`src/bdq_pkg.sv`:
```
// Shared constants for the bounded deque: command and status codes, field widths.
package bdq_pkg;

  localparam int DATA_W = 32;
  localparam int CMD_W  = 3;
  localparam int STAT_W = 2;
  localparam int CAP_W  = 5;

  localparam logic [CAP_W-1:0] CAP_RESET = 5'd16;

  localparam logic [CMD_W-1:0] CMD_PUSH_FRONT = 3'd0;
  localparam logic [CMD_W-1:0] CMD_PUSH_BACK  = 3'd1;
  localparam logic [CMD_W-1:0] CMD_POP_FRONT  = 3'd2;
  localparam logic [CMD_W-1:0] CMD_POP_BACK   = 3'd3;
  localparam logic [CMD_W-1:0] CMD_QUERY      = 3'd4;

  localparam logic [STAT_W-1:0] ST_DONE      = 2'd0;
  localparam logic [STAT_W-1:0] ST_OVERFLOW  = 2'd1;
  localparam logic [STAT_W-1:0] ST_UNDERFLOW = 2'd2;

  // value reported at both ends of an empty deque
  localparam logic signed [DATA_W-1:0] INT_MAX = 32'sh7FFF_FFFF;

endpackage

```
`src/bdq_ram.sv`:
```
// Element store: one write port, two registered read ports.
module bdq_ram import bdq_pkg::*; #(
  parameter int DEPTH = 16
) (
  input  logic                             clk,
  input  logic                             we,
  input  logic [$clog2(DEPTH)-1:0]         waddr,
  input  logic signed [DATA_W-1:0]         wdata,
  input  logic [$clog2(DEPTH)-1:0]         raddr_a,
  input  logic [$clog2(DEPTH)-1:0]         raddr_b,
  output logic signed [DATA_W-1:0]         rdata_a,
  output logic signed [DATA_W-1:0]         rdata_b
);

  logic signed [DATA_W-1:0] mem [DEPTH];

  // read-before-write; the caller forwards same-entry writes
  always_ff @(posedge clk) begin
    if (we) begin
      mem[waddr] <= wdata;
    end
    rdata_a <= mem[raddr_a];
    rdata_b <= mem[raddr_b];
  end

endmodule

```
`src/bounded_deque_top.sv`:
```
// Bounded double-ended queue top level: command decode, ring pointers, result staging.
//
// A bounded deque of signed 32-bit values held in a ring of DEPTH entries,
// located by a head pointer and an element count. A command beat is taken on
// any clock edge where start is high; busy never rises, so one command can be
// issued every cycle. Each command gives exactly one result beat, on
// out_strobe, in the cycle right after the command was taken; the result
// ports hold for that one cycle only and the receiver must capture them then.
// Results are registered, taken from the registered read ports of the element
// store: the accept cycle updates head and count, writes a pushed element and
// reads both new ends in the same cycle, forwarding the pushed value when a
// read hits the entry being written. A push when the count has reached
// min(capacity, DEPTH) reports overflow and changes nothing; a pop on an
// empty deque reports underflow. An empty deque reads 2147483647 at both
// ends. Unknown command codes act as queries. The capacity register is
// written through the cfg_ channel, which is always ready; write it only
// while no result is pending. Lowering capacity below the current count
// keeps all elements; pushes then overflow until pops make room.
module bounded_deque_top import bdq_pkg::*; #(
  parameter int DEPTH = 16
) (
  input  logic                              clk,
  input  logic                              rst_n,
  // command channel
  input  logic                              start,
  output logic                              busy,
  input  logic [CMD_W-1:0]                  in_cmd,
  input  logic signed [DATA_W-1:0]          in_value,
  // result channel
  output logic                              out_strobe,
  output logic [STAT_W-1:0]                 out_status,
  output logic [$clog2(DEPTH+1)-1:0]        out_count,
  output logic signed [DATA_W-1:0]          out_front_value,
  output logic signed [DATA_W-1:0]          out_rear_value,
  // capacity register write channel
  input  logic                              cfg_valid,
  output logic                              cfg_ready,
  input  logic [CAP_W-1:0]                  cfg_data
);

  localparam int AW = $clog2(DEPTH);
  localparam int CW = $clog2(DEPTH + 1);
  localparam int SW = CW + 1;                  // head + count without overflow
  localparam int LW = (CW > CAP_W) ? CW : CAP_W;

  // ring add: head + off, with off <= DEPTH, so one subtract wraps it
  function automatic logic [AW-1:0] ring_add(input logic [AW-1:0] h,
                                             input logic [CW-1:0] off);
    logic [SW-1:0] s;
    s = SW'(h) + SW'(off);
    if (s >= SW'(DEPTH)) begin
      s = s - SW'(DEPTH);
    end
    return s[AW-1:0];
  endfunction

  // ---------------------------------------------------------------- state
  logic [CAP_W-1:0]          cap_r;
  logic [AW-1:0]             head_r, head_nxt;
  logic [CW-1:0]             cnt_r, cnt_nxt;
  logic                      strobe_r;
  logic [STAT_W-1:0]         status_r, status_nxt;
  logic                      fwd_front_r, fwd_rear_r;
  logic signed [DATA_W-1:0]  wdata_r;

  logic                      acc;
  logic                      full, empty;
  logic [LW-1:0]             limit;
  logic                      we;
  logic [AW-1:0]             waddr;
  logic [AW-1:0]             front_addr, rear_addr;
  logic [CW-1:0]             rear_off;
  logic signed [DATA_W-1:0]  rd_front, rd_rear;

  assign busy      = 1'b0;
  assign cfg_ready = 1'b1;
  assign acc       = start & ~busy;

  always_ff @(posedge clk) begin
    if (!rst_n) begin
      cap_r <= CAP_RESET;
    end else if (cfg_valid && cfg_ready) begin
      cap_r <= cfg_data;
    end
  end

  // ------------------------------------------------------- command decode
  // effective limit is the smaller of capacity and the ring depth
  assign limit = (LW'(cap_r) < LW'(DEPTH)) ? LW'(cap_r) : LW'(DEPTH);
  assign full  = LW'(cnt_r) >= limit;
  assign empty = (cnt_r == '0);

  always_comb begin
    head_nxt   = head_r;
    cnt_nxt    = cnt_r;
    status_nxt = ST_DONE;
    we         = 1'b0;
    waddr      = ring_add(head_r, cnt_r);  // slot behind the rear
    case (in_cmd)
      CMD_PUSH_FRONT: begin
        if (full) begin
          status_nxt = ST_OVERFLOW;
        end else begin
          head_nxt = (head_r == '0) ? AW'(DEPTH - 1) : head_r - AW'(1);
          waddr    = head_nxt;
          we       = 1'b1;
          cnt_nxt  = cnt_r + CW'(1);
        end
      end
      CMD_PUSH_BACK: begin
        if (full) begin
          status_nxt = ST_OVERFLOW;
        end else begin
          we      = 1'b1;
          cnt_nxt = cnt_r + CW'(1);
        end
      end
      CMD_POP_FRONT: begin
        if (empty) begin
          status_nxt = ST_UNDERFLOW;
        end else begin
          head_nxt = (head_r == AW'(DEPTH - 1)) ? '0 : head_r + AW'(1);
          cnt_nxt  = cnt_r - CW'(1);
        end
      end
      CMD_POP_BACK: begin
        if (empty) begin
          status_nxt = ST_UNDERFLOW;
        end else begin
          cnt_nxt = cnt_r - CW'(1);
        end
      end
      CMD_QUERY: begin
      end
      default: begin
        // unknown codes behave as a query
      end
    endcase
  end

  // ends of the deque after this command
  assign rear_off   = (cnt_nxt == '0) ? '0 : cnt_nxt - CW'(1);
  assign front_addr = head_nxt;
  assign rear_addr  = ring_add(head_nxt, rear_off);

  always_ff @(posedge clk) begin
    if (!rst_n) begin
      head_r   <= '0;
      cnt_r    <= '0;
      strobe_r <= 1'b0;
    end else begin
      strobe_r <= acc;
      if (acc) begin
        head_r <= head_nxt;
        cnt_r  <= cnt_nxt;
      end
    end
  end

  // result payload and forwarding flags; no reset needed
  always_ff @(posedge clk) begin
    if (acc) begin
      status_r    <= status_nxt;
      wdata_r     <= in_value;
      fwd_front_r <= we && (waddr == front_addr);
      fwd_rear_r  <= we && (waddr == rear_addr);
    end
  end

  bdq_ram #(
    .DEPTH (DEPTH)
  ) u_ram (
    .clk     (clk),
    .we      (acc && we),
    .waddr   (waddr),
    .wdata   (in_value),
    .raddr_a (front_addr),
    .raddr_b (rear_addr),
    .rdata_a (rd_front),
    .rdata_b (rd_rear)
  );

  // ------------------------------------------------------------- results
  // cnt_r already holds the post-command count during the result beat
  assign out_strobe      = strobe_r;
  assign out_status      = status_r;
  assign out_count       = cnt_r;
  assign out_front_value = (cnt_r == '0) ? INT_MAX : (fwd_front_r ? wdata_r : rd_front);
  assign out_rear_value  = (cnt_r == '0) ? INT_MAX : (fwd_rear_r ? wdata_r : rd_rear);

  // ----------------------------------------------------------- assertions
  a_cnt_bound: assert property (@(posedge clk) disable iff (!rst_n)
    cnt_r <= CW'(DEPTH))
    else $error("element count exceeds ring depth");

  a_one_beat: assert property (@(posedge clk) disable iff (!rst_n)
    acc |=> out_strobe)
    else $error("command beat without result beat");

  a_ovf_hold: assert property (@(posedge clk) disable iff (!rst_n)
    (out_strobe && out_status == ST_OVERFLOW) |-> (out_count == $past(cnt_r)))
    else $error("overflow changed the count");

  a_udf_empty: assert property (@(posedge clk) disable iff (!rst_n)
    (out_strobe && out_status == ST_UNDERFLOW) |-> (out_count == '0))
    else $error("underflow reported on a non-empty deque");

endmodule
```
`config.mk`:
```
export PLATFORM = sky130hd
export DESIGN_NAME = bounded_deque_top
export DESIGN_NICKNAME = d
export VERILOG_FILES = /design/src/bdq_pkg.sv /design/src/bdq_ram.sv /design/src/bounded_deque_top.sv
export SDC_FILE = /design/constraint.sdc
export NUM_CORES = 1
export LEC_CHECK = 0
export ABC_AREA = 1
export BUFFER_PORTS_ARGS = -buffer_cell sky130_fd_sc_hd__buf_2
export CAP_MARGIN = 20
export CELL_PAD_IN_SITES_DETAIL_PLACEMENT = 1
export CELL_PAD_IN_SITES_GLOBAL_PLACEMENT = 2
export CORE_MARGIN = 3
export CORE_UTILIZATION = 39
export CTS_BUF_LIST = sky130_fd_sc_hd__clkbuf_8 sky130_fd_sc_hd__clkbuf_16
export CTS_CLUSTER_DIAMETER = 50
export DETAILED_ROUTE_END_ITERATION = 6
export GPL_TIMING_DRIVEN = 0
export PLACE_DENSITY = 0.89
export RECOVER_POWER = 100
export SLEW_MARGIN = 30
export SYNTH_ARGS = -nofsm -noshare
export SYNTH_HDL_FRONTEND = slang
export SYNTH_HIERARCHICAL = 1
export SYNTH_SLANG_ARGS = --single-unit
export TNS_END_PERCENT = 20
```
`constraint.sdc`:
```
create_clock -name clk -period 4.7 [get_ports clk]
set_input_delay 0.235 -clock clk [delete_from_list [all_inputs] [get_ports clk]]
set_output_delay 0.235 -clock clk [all_outputs]
set_load 0.01 [all_outputs]
```
==> metrics.txt, run 1 <==
worst hold start=in_cmd[2]; Synth top area share=0.502; power per cell area=just over 600 nW/µm²; violated checks=capacitance limit, slew limit; Arrival @ worst endpoint=4930 ps; routed len/inst=29.1 µm; final RePlAce weighted congestion=~0.94; cells after synthesis=3866; power share of the clock group=0.298; first-pass detailed-route iteration total=6; Slew HR=-0.271; row cnt=~110; sw power=around 10 mW; final WL=around 150000 µm; initial antenna violation count=2; Final Hold Vio Count=0; Syn. warnings=6; reg2reg start=cap_r[4]; syn_area_per_cell=between 8 and 9 µm²; run status=finished, violations left; htree depth=3; clk buf depth=3; CTS sink cnt=627; Slew @ Worst Pin=between 1500 and 2000 ps; Max FO, Critical Path=13; Setup WS post-layout=118 ps; Synth area leaders=edfxtp_1, nand3_1, nand2_1, inv_1, dfxtp_1; Setup WS pre-CTS=-976 ps; final max-slew violation count=65; IO Pins=roughly 120; TNS Setup=0 ps; clock slew at reported path FFs=around 60 ps; LEAKAGE=~17 nW; CTS root buf=clkbuf_16; die area=around 90000 µm²; Global Route Usage Sum=0.345; gr ovfl total=0; register area share after synthesis=0.551; clock latency on the worst-skew pair=approximately 660 ps; final setup violation count=0; Final Util=0.467; via count=30423; maxcap violations=8; final critical-path share of the clock period=0.975; layout cells sized above 1=0.111; nets=between 4000 and 5000; routed vias/inst=around 5.8; post-synth cell types=44; DIE WIDTH=roughly 300 µm; core area=slightly above 80000 µm²; Yosys reg bits=627; cell taking the most area after synthesis=edfxtp_1; Startpoint Class=flop; Detailed Place HPWL=roughly 110000 µm; Post-Syn Area=roughly 33000 µm²; first-pass GRT wire length=around 210000 µm; crit end category=flop; Post-Synthesis Net Count=a little under 4000; worst IR drop on VDD=0.000331 V; Port Buffers=114; Comb pwr share=0.423; TritonCTS Buffers=88; Final ANT Viol Nets=0; minimum clock period=roughly 4600 ps; RSZ-0062 raised after global routing=no; Setup Skew=29.2 ps; synthesis-to-finish area growth=17.8%; largest net degree at the start of global routing=41; share of power burned in registers=0.279; DRC viols=0; FMAX=218 MHz; vias in the first global route=between 30000 and 40000; sw frac=0.439; HP Class=in2reg; worst path required time=around 5100 ps; CTS tree=yes; die height=between 200 and 300 µm; Power Internal=about 13 mW; critical path class=reg2reg; Iter 0 DRT Violations=approximately 3700; effective utilization at floorplan=0.396; Critical Path Start=cap_r[4]
what timing repair did:
| action | CTS | global route |
|---|---|---|
| setup buffers | 2 | 2 |
| pin swaps | 0 | 3 |
| gates resized for setup | 19 | 55 |
| setup endpoints to repair | 32 | 32 |
| hold endpoints to repair | 9 | 0 |
| hold buffers | 17 | 0 |
sequential cells by signal, summed over array words and instances (netlist names):
signal	cells
cap_r	5
u_ram/mem	512
out_strobe	1
u_ram/rdata_b	32
wdata_r	32
fwd_rear_r	1
out_status	2
head_r	4
u_ram/rdata_a	32
out_count	5
fwd_front_r	1
through the flow:
stage	instance area (µm²)	std cells	hold slack [ps]	power, mW
after global placement	34700	5050	453	15.6
after CTS	39000	5267	6.10	22.8
after floorplan	32800	3866	328	11.5
after global routing	38600	5269	79.4	23.8
after detailed placement	35700	5084	452	15.8
final	38600	5274	74.6	23.3
routing by layer:
layer / wire length, µm / vias up / GRT usage
met5: 0 / - / 0
met4: 10200 / 0 / 0.195
met3: 15300 / 486 / 0.0784
met2: 67200 / 1875 / 0.531
met1: 60700 / 14986 / 0.450
li1: - / 13076 / -
path summary, 6_finish.rpt:
kind | end | slack [ps] | depth (start not counted)
worst max-delay path | u_ram/mem[0][28] | 120 | 16
worst min-delay path | out_status[1] | 70 | 4
worst min register to register | out_count[0] | 590 | 2
worst max register to register | u_ram/mem[0][28] | 120 | 16
area by class of cell:
class                      count  area (µm²)
fill                        9797       44100
sequential                   627       18000
multi-input combinational   2358       10900
inverter                     644        2430
clock buffer                  94        2320
buffer                       236        1610
tap                         1070        1340
timing repair buffer         169        1260
clock inverter                71         719
antenna                        5        12.5
cell families after synthesis:
logic type	synth area share
AND/OR/NAND/NOR	0.297
buffers and inverters	0.120
flip-flops	0.551
AO/OA/AOI/OAI	0.0209
adder cells (fa/ha/maj)	0.00771
XOR/XNOR	0.00294
other	0.000229
multiplexers	0.000687
critical path: stages, from the launching register on:
cell and delay (ps):
dfxtp_1 320, inv_2 100, nand2_1 70, ha_1 280
nand2_1 100, nor2_2 130, nand2_2 120, nand3_4 150
clkbuf_1 160, nor2_4 60, nand2_1 90, o21ai_0 330
inv_1 180, nand2_1 160, nor2_1 1450, buf_16 240
buf_6 250
cells in the mapped netlist, drive strengths merged:
cell / count
fa: 2
edfxtp: 548
a21o: 1
a211oi: 1
nor3: 4
buf: 204
xor2: 6
clkbuf: 33
nand3: 928
o211ai: 62
nand4: 5
o311ai: 1
o22ai: 3
xnor2: 5
or2: 2
mux2: 2
nand3b: 3
ha: 17
o21ai: 20
dfxtp: 79
a31oi: 1
nor2: 49
a21oi: 13
nand2: 1231
conb: 2
inv: 644
power by group through the flow:
stage	Combinational (mW)	Sequential (mW)	Clock, mW
floorplan	4.90	6.56	0
global placement	9.03	6.60	0
detailed placement	9.23	6.60	0
CTS	9.36	6.49	6.98
global route	10.1	6.51	7.21
finish	9.85	6.49	6.94
placed cells by master (no fill, tap or decap), drive strengths merged:
| master | n |
|---|---|
| xor2 | 6 |
| nand2 | 1231 |
| o22ai | 3 |
| clkinvlp | 14 |
| edfxtp | 548 |
| o211ai | 62 |
| buf | 219 |
| mux2 | 2 |
| nand3 | 928 |
| dfxtp | 79 |
| a21o | 1 |
| inv | 670 |
| clkinv | 22 |
| dlymetal6s2s | 1 |
| ha | 17 |
| or2 | 2 |
| xnor2 | 5 |
| conb | 2 |
| bufinv | 9 |
| fa | 2 |
| dlygate4sd3 | 17 |
| a211oi | 1 |
| a21oi | 13 |
| o311ai | 1 |
| o21ai | 20 |
| a31oi | 1 |
| nand4 | 5 |
| nand3b | 3 |
| clkbuf | 262 |
| nor3 | 4 |
| diode | 5 |
| nor2 | 49 |
No activity file was read; power rests on OpenSTA's default activity.
==> inputs of run 2 (changes only) <==
CORE_ASPECT_RATIO = 1.1   (was not set)
==> run 2 against run 1 <==
The flow now finishes without violations. Clock-buffer cell count up 8. Global-route usage down 1.3 points. Worst setup slack better by 92 ps. Die area about the same. Wire length down 4.5%. Sequential share of layout area down 0.62 points. Clock skew up 7.4 ps.
==> metrics.txt, run 2 (same netlist as run 1, synthesis figures left out) <==
run status=finished clean; worst path required time=5290 ps (+240 ps); final max-slew violation count=0 (-100%); die height=310 µm (+4.8%); core area=82600 µm² (about the same); placed insts=5076 (-0.16%); RSZ-0062 raised after global routing=yes; Setup WS pre-CTS=-1100 ps (-126 ps); IO Pins=118 (unchanged); hold_ws=34.6 ps (-39.9 ps); via count=29910 (-1.7%); CTS tree=yes; commonest non-fill, non-tap cell in the layout=nand2_1; effective utilization at floorplan=0.397 (about the same); Slew HR=0.135 (+0.406); crit end category=flop; row cnt=110 (+4.8%); die area=87500 µm² (about the same); vias in the first global route=30394 (+0.94%); nets=4182 (-0.12%); largest net degree at the start of global routing=41 (unchanged); Worst R2R Setup Slack=210 ps (+90 ps); critical path class=reg2reg; Final ANT Viol Nets=0 (unchanged); Most flops, register=u_ram/mem; Setup Skew=36.6 ps (+7.36 ps); Iter 0 DRT Violations=3198 (-13%); final WL=147000 µm (-4.5%); Arrival @ worst endpoint=5080 ps (+150 ps); final setup violation count=0 (unchanged); most frequent cells in the layout=nand2_1, nand3_1, inv_1; Startpoint Class=flop; LEAKAGE=17.5 nW (+1.4%); clk buf depth=3 (unchanged); HP Class=in2reg; CTS sink cnt=627 (unchanged); Setup WS post-layout=210 ps (+91.9 ps); worst IR drop on VDD=0.000413 V (+25%); max FFs per register=512 (unchanged); layout cells sized above 1=0.131 (+0.0201); first-pass detailed-route iteration total=6 (unchanged); initial antenna violation count=3 (+1); final RePlAce weighted congestion=0.903 (-3.8%); FMAX=223 MHz (+2.0%); first-pass GRT wire length=208000 µm (-2.4%); Detailed Place HPWL=102000 µm (-4.0%); clock latency on the worst-skew pair=680 ps (+20 ps); CP most frequent cell=nand2_1; maxcap violations=0 (-8); Total Power=23.1 mW (-0.66%); final critical-path share of the clock period=0.955 (-0.0195); Port Buffers=114 (unchanged); worst path bufs/invs=5 (unchanged); gr ovfl total=0 (unchanged); clock slew at reported path FFs=50 ps (about the same); crit path max-delay cell type=ha_1; htree depth=3 (unchanged); routed vias/inst=5.69 (-1.4%); Max FO, Critical Path=10 (-3); routed len/inst=27.9 µm (-4.2%); Global Route Usage Sum=0.332 (-0.0129); Finished Layout Cells=5261 (-0.25%); power per cell area=592 nW/µm² (-2.0%); DRC viols=0 (unchanged); cell family with most CP delay=simple AND/OR/NAND/NOR gates; TritonCTS Buffers=89 (+1.1%); synthesis-to-finish area growth=19.3%; DIE WIDTH=282 µm (-4.6%); Slew @ Worst Pin=1300 ps (-603 ps); minimum clock period=4490 ps (-91.9 ps); Worst path max stage delay=420 ps (-1030 ps); CTS root buf=clkbuf_16; Final Hold Vio Count=0 (unchanged)
run 2: cell count changes in the layout (fill, tap and decap cells not counted), moves of 6 or more:
cell / previous run / this run
buf_16: 17 / 31
clkbuf_1: 130 / 66
nor2_1: 35 / 20
nor2_4: 6 / 22
buf_6: 60 / 54
clkinvlp_4: 14 / 8
clkbuf_2: 17 / 2
buf_2: 110 / 178
run 2: layout make-up:
type                    instances  area (µm²)
diodes                          1        2.50
plain buffers                 236        1590
clock buffers                 102        2460
clock inverters                66         686
fillers                      9691       43500
inverters                     644        2430
multi-input cells            2358       11000
flip-flops and latches        627       18000
well taps                    1064        1330
repair buffers                163        1560
run 2: power by group:
group / switching, mW / leakage [nW] / internal [mW] / total, mW
registers: 0.102 / 5.62 / 6.38 / 6.48
clock network: 2.86 / 1.56 / 4.18 / 7.04
logic: 7.08 / 10.3 / 2.53 / 9.61
total: 10.0 / 17.5 / 13.1 / 23.1
run 2: what timing repair did:
item,CTS,global route
endpoints found under the setup margin,32,32
hold buffers,17,0
setup buffers,0,0
hold endpoints to repair,25,0
resized for setup,29,45
cloned,0,0
run 2: through the flow:
step            util  cell area [µm²]  setup TNS [ps]
3_3_place_gp   0.420            34700         -737020
2_1_floorplan      -            32800               0
6_report       0.473            39100               0
4_1_cts        0.473            39000               0
3_5_place_dp   0.432            35700          -27680
5_1_grt        0.473            39100           -41.5
run 2: worst paths after layout:
path | end | startpoint | cells after the start
worst max-delay path | u_ram/rdata_b[16] | cap_r[4] | 26
worst min-delay path | out_status[1] | in_cmd[2] | 4
worst max register to register | u_ram/rdata_b[16] | cap_r[4] | 26
worst min register to register | out_count[0] | out_count[0] | 2
run 2: metal layers:
metal	global-route usage	wire, µm	share of wire	vias up
li1	-	-	-	13060
met1	0.418	55600	0.38	14689
met2	0.532	67600	0.46	1729
met3	0.0567	13500	0.092	430
met4	0.210	9860	0.067	2
met5	0	13	0.000089	-
run 2: worst reg2reg max path: cells and delay by family (launching register included):
| kind | cells | cell delay (ps) |
|---|---|---|
| compound gates | 2 | 450 |
| buf+inv | 5 | 880 |
| simple gates | 17 | 2070 |
| flops | 1 | 310 |
| fa+ha+maj | 2 | 730 |
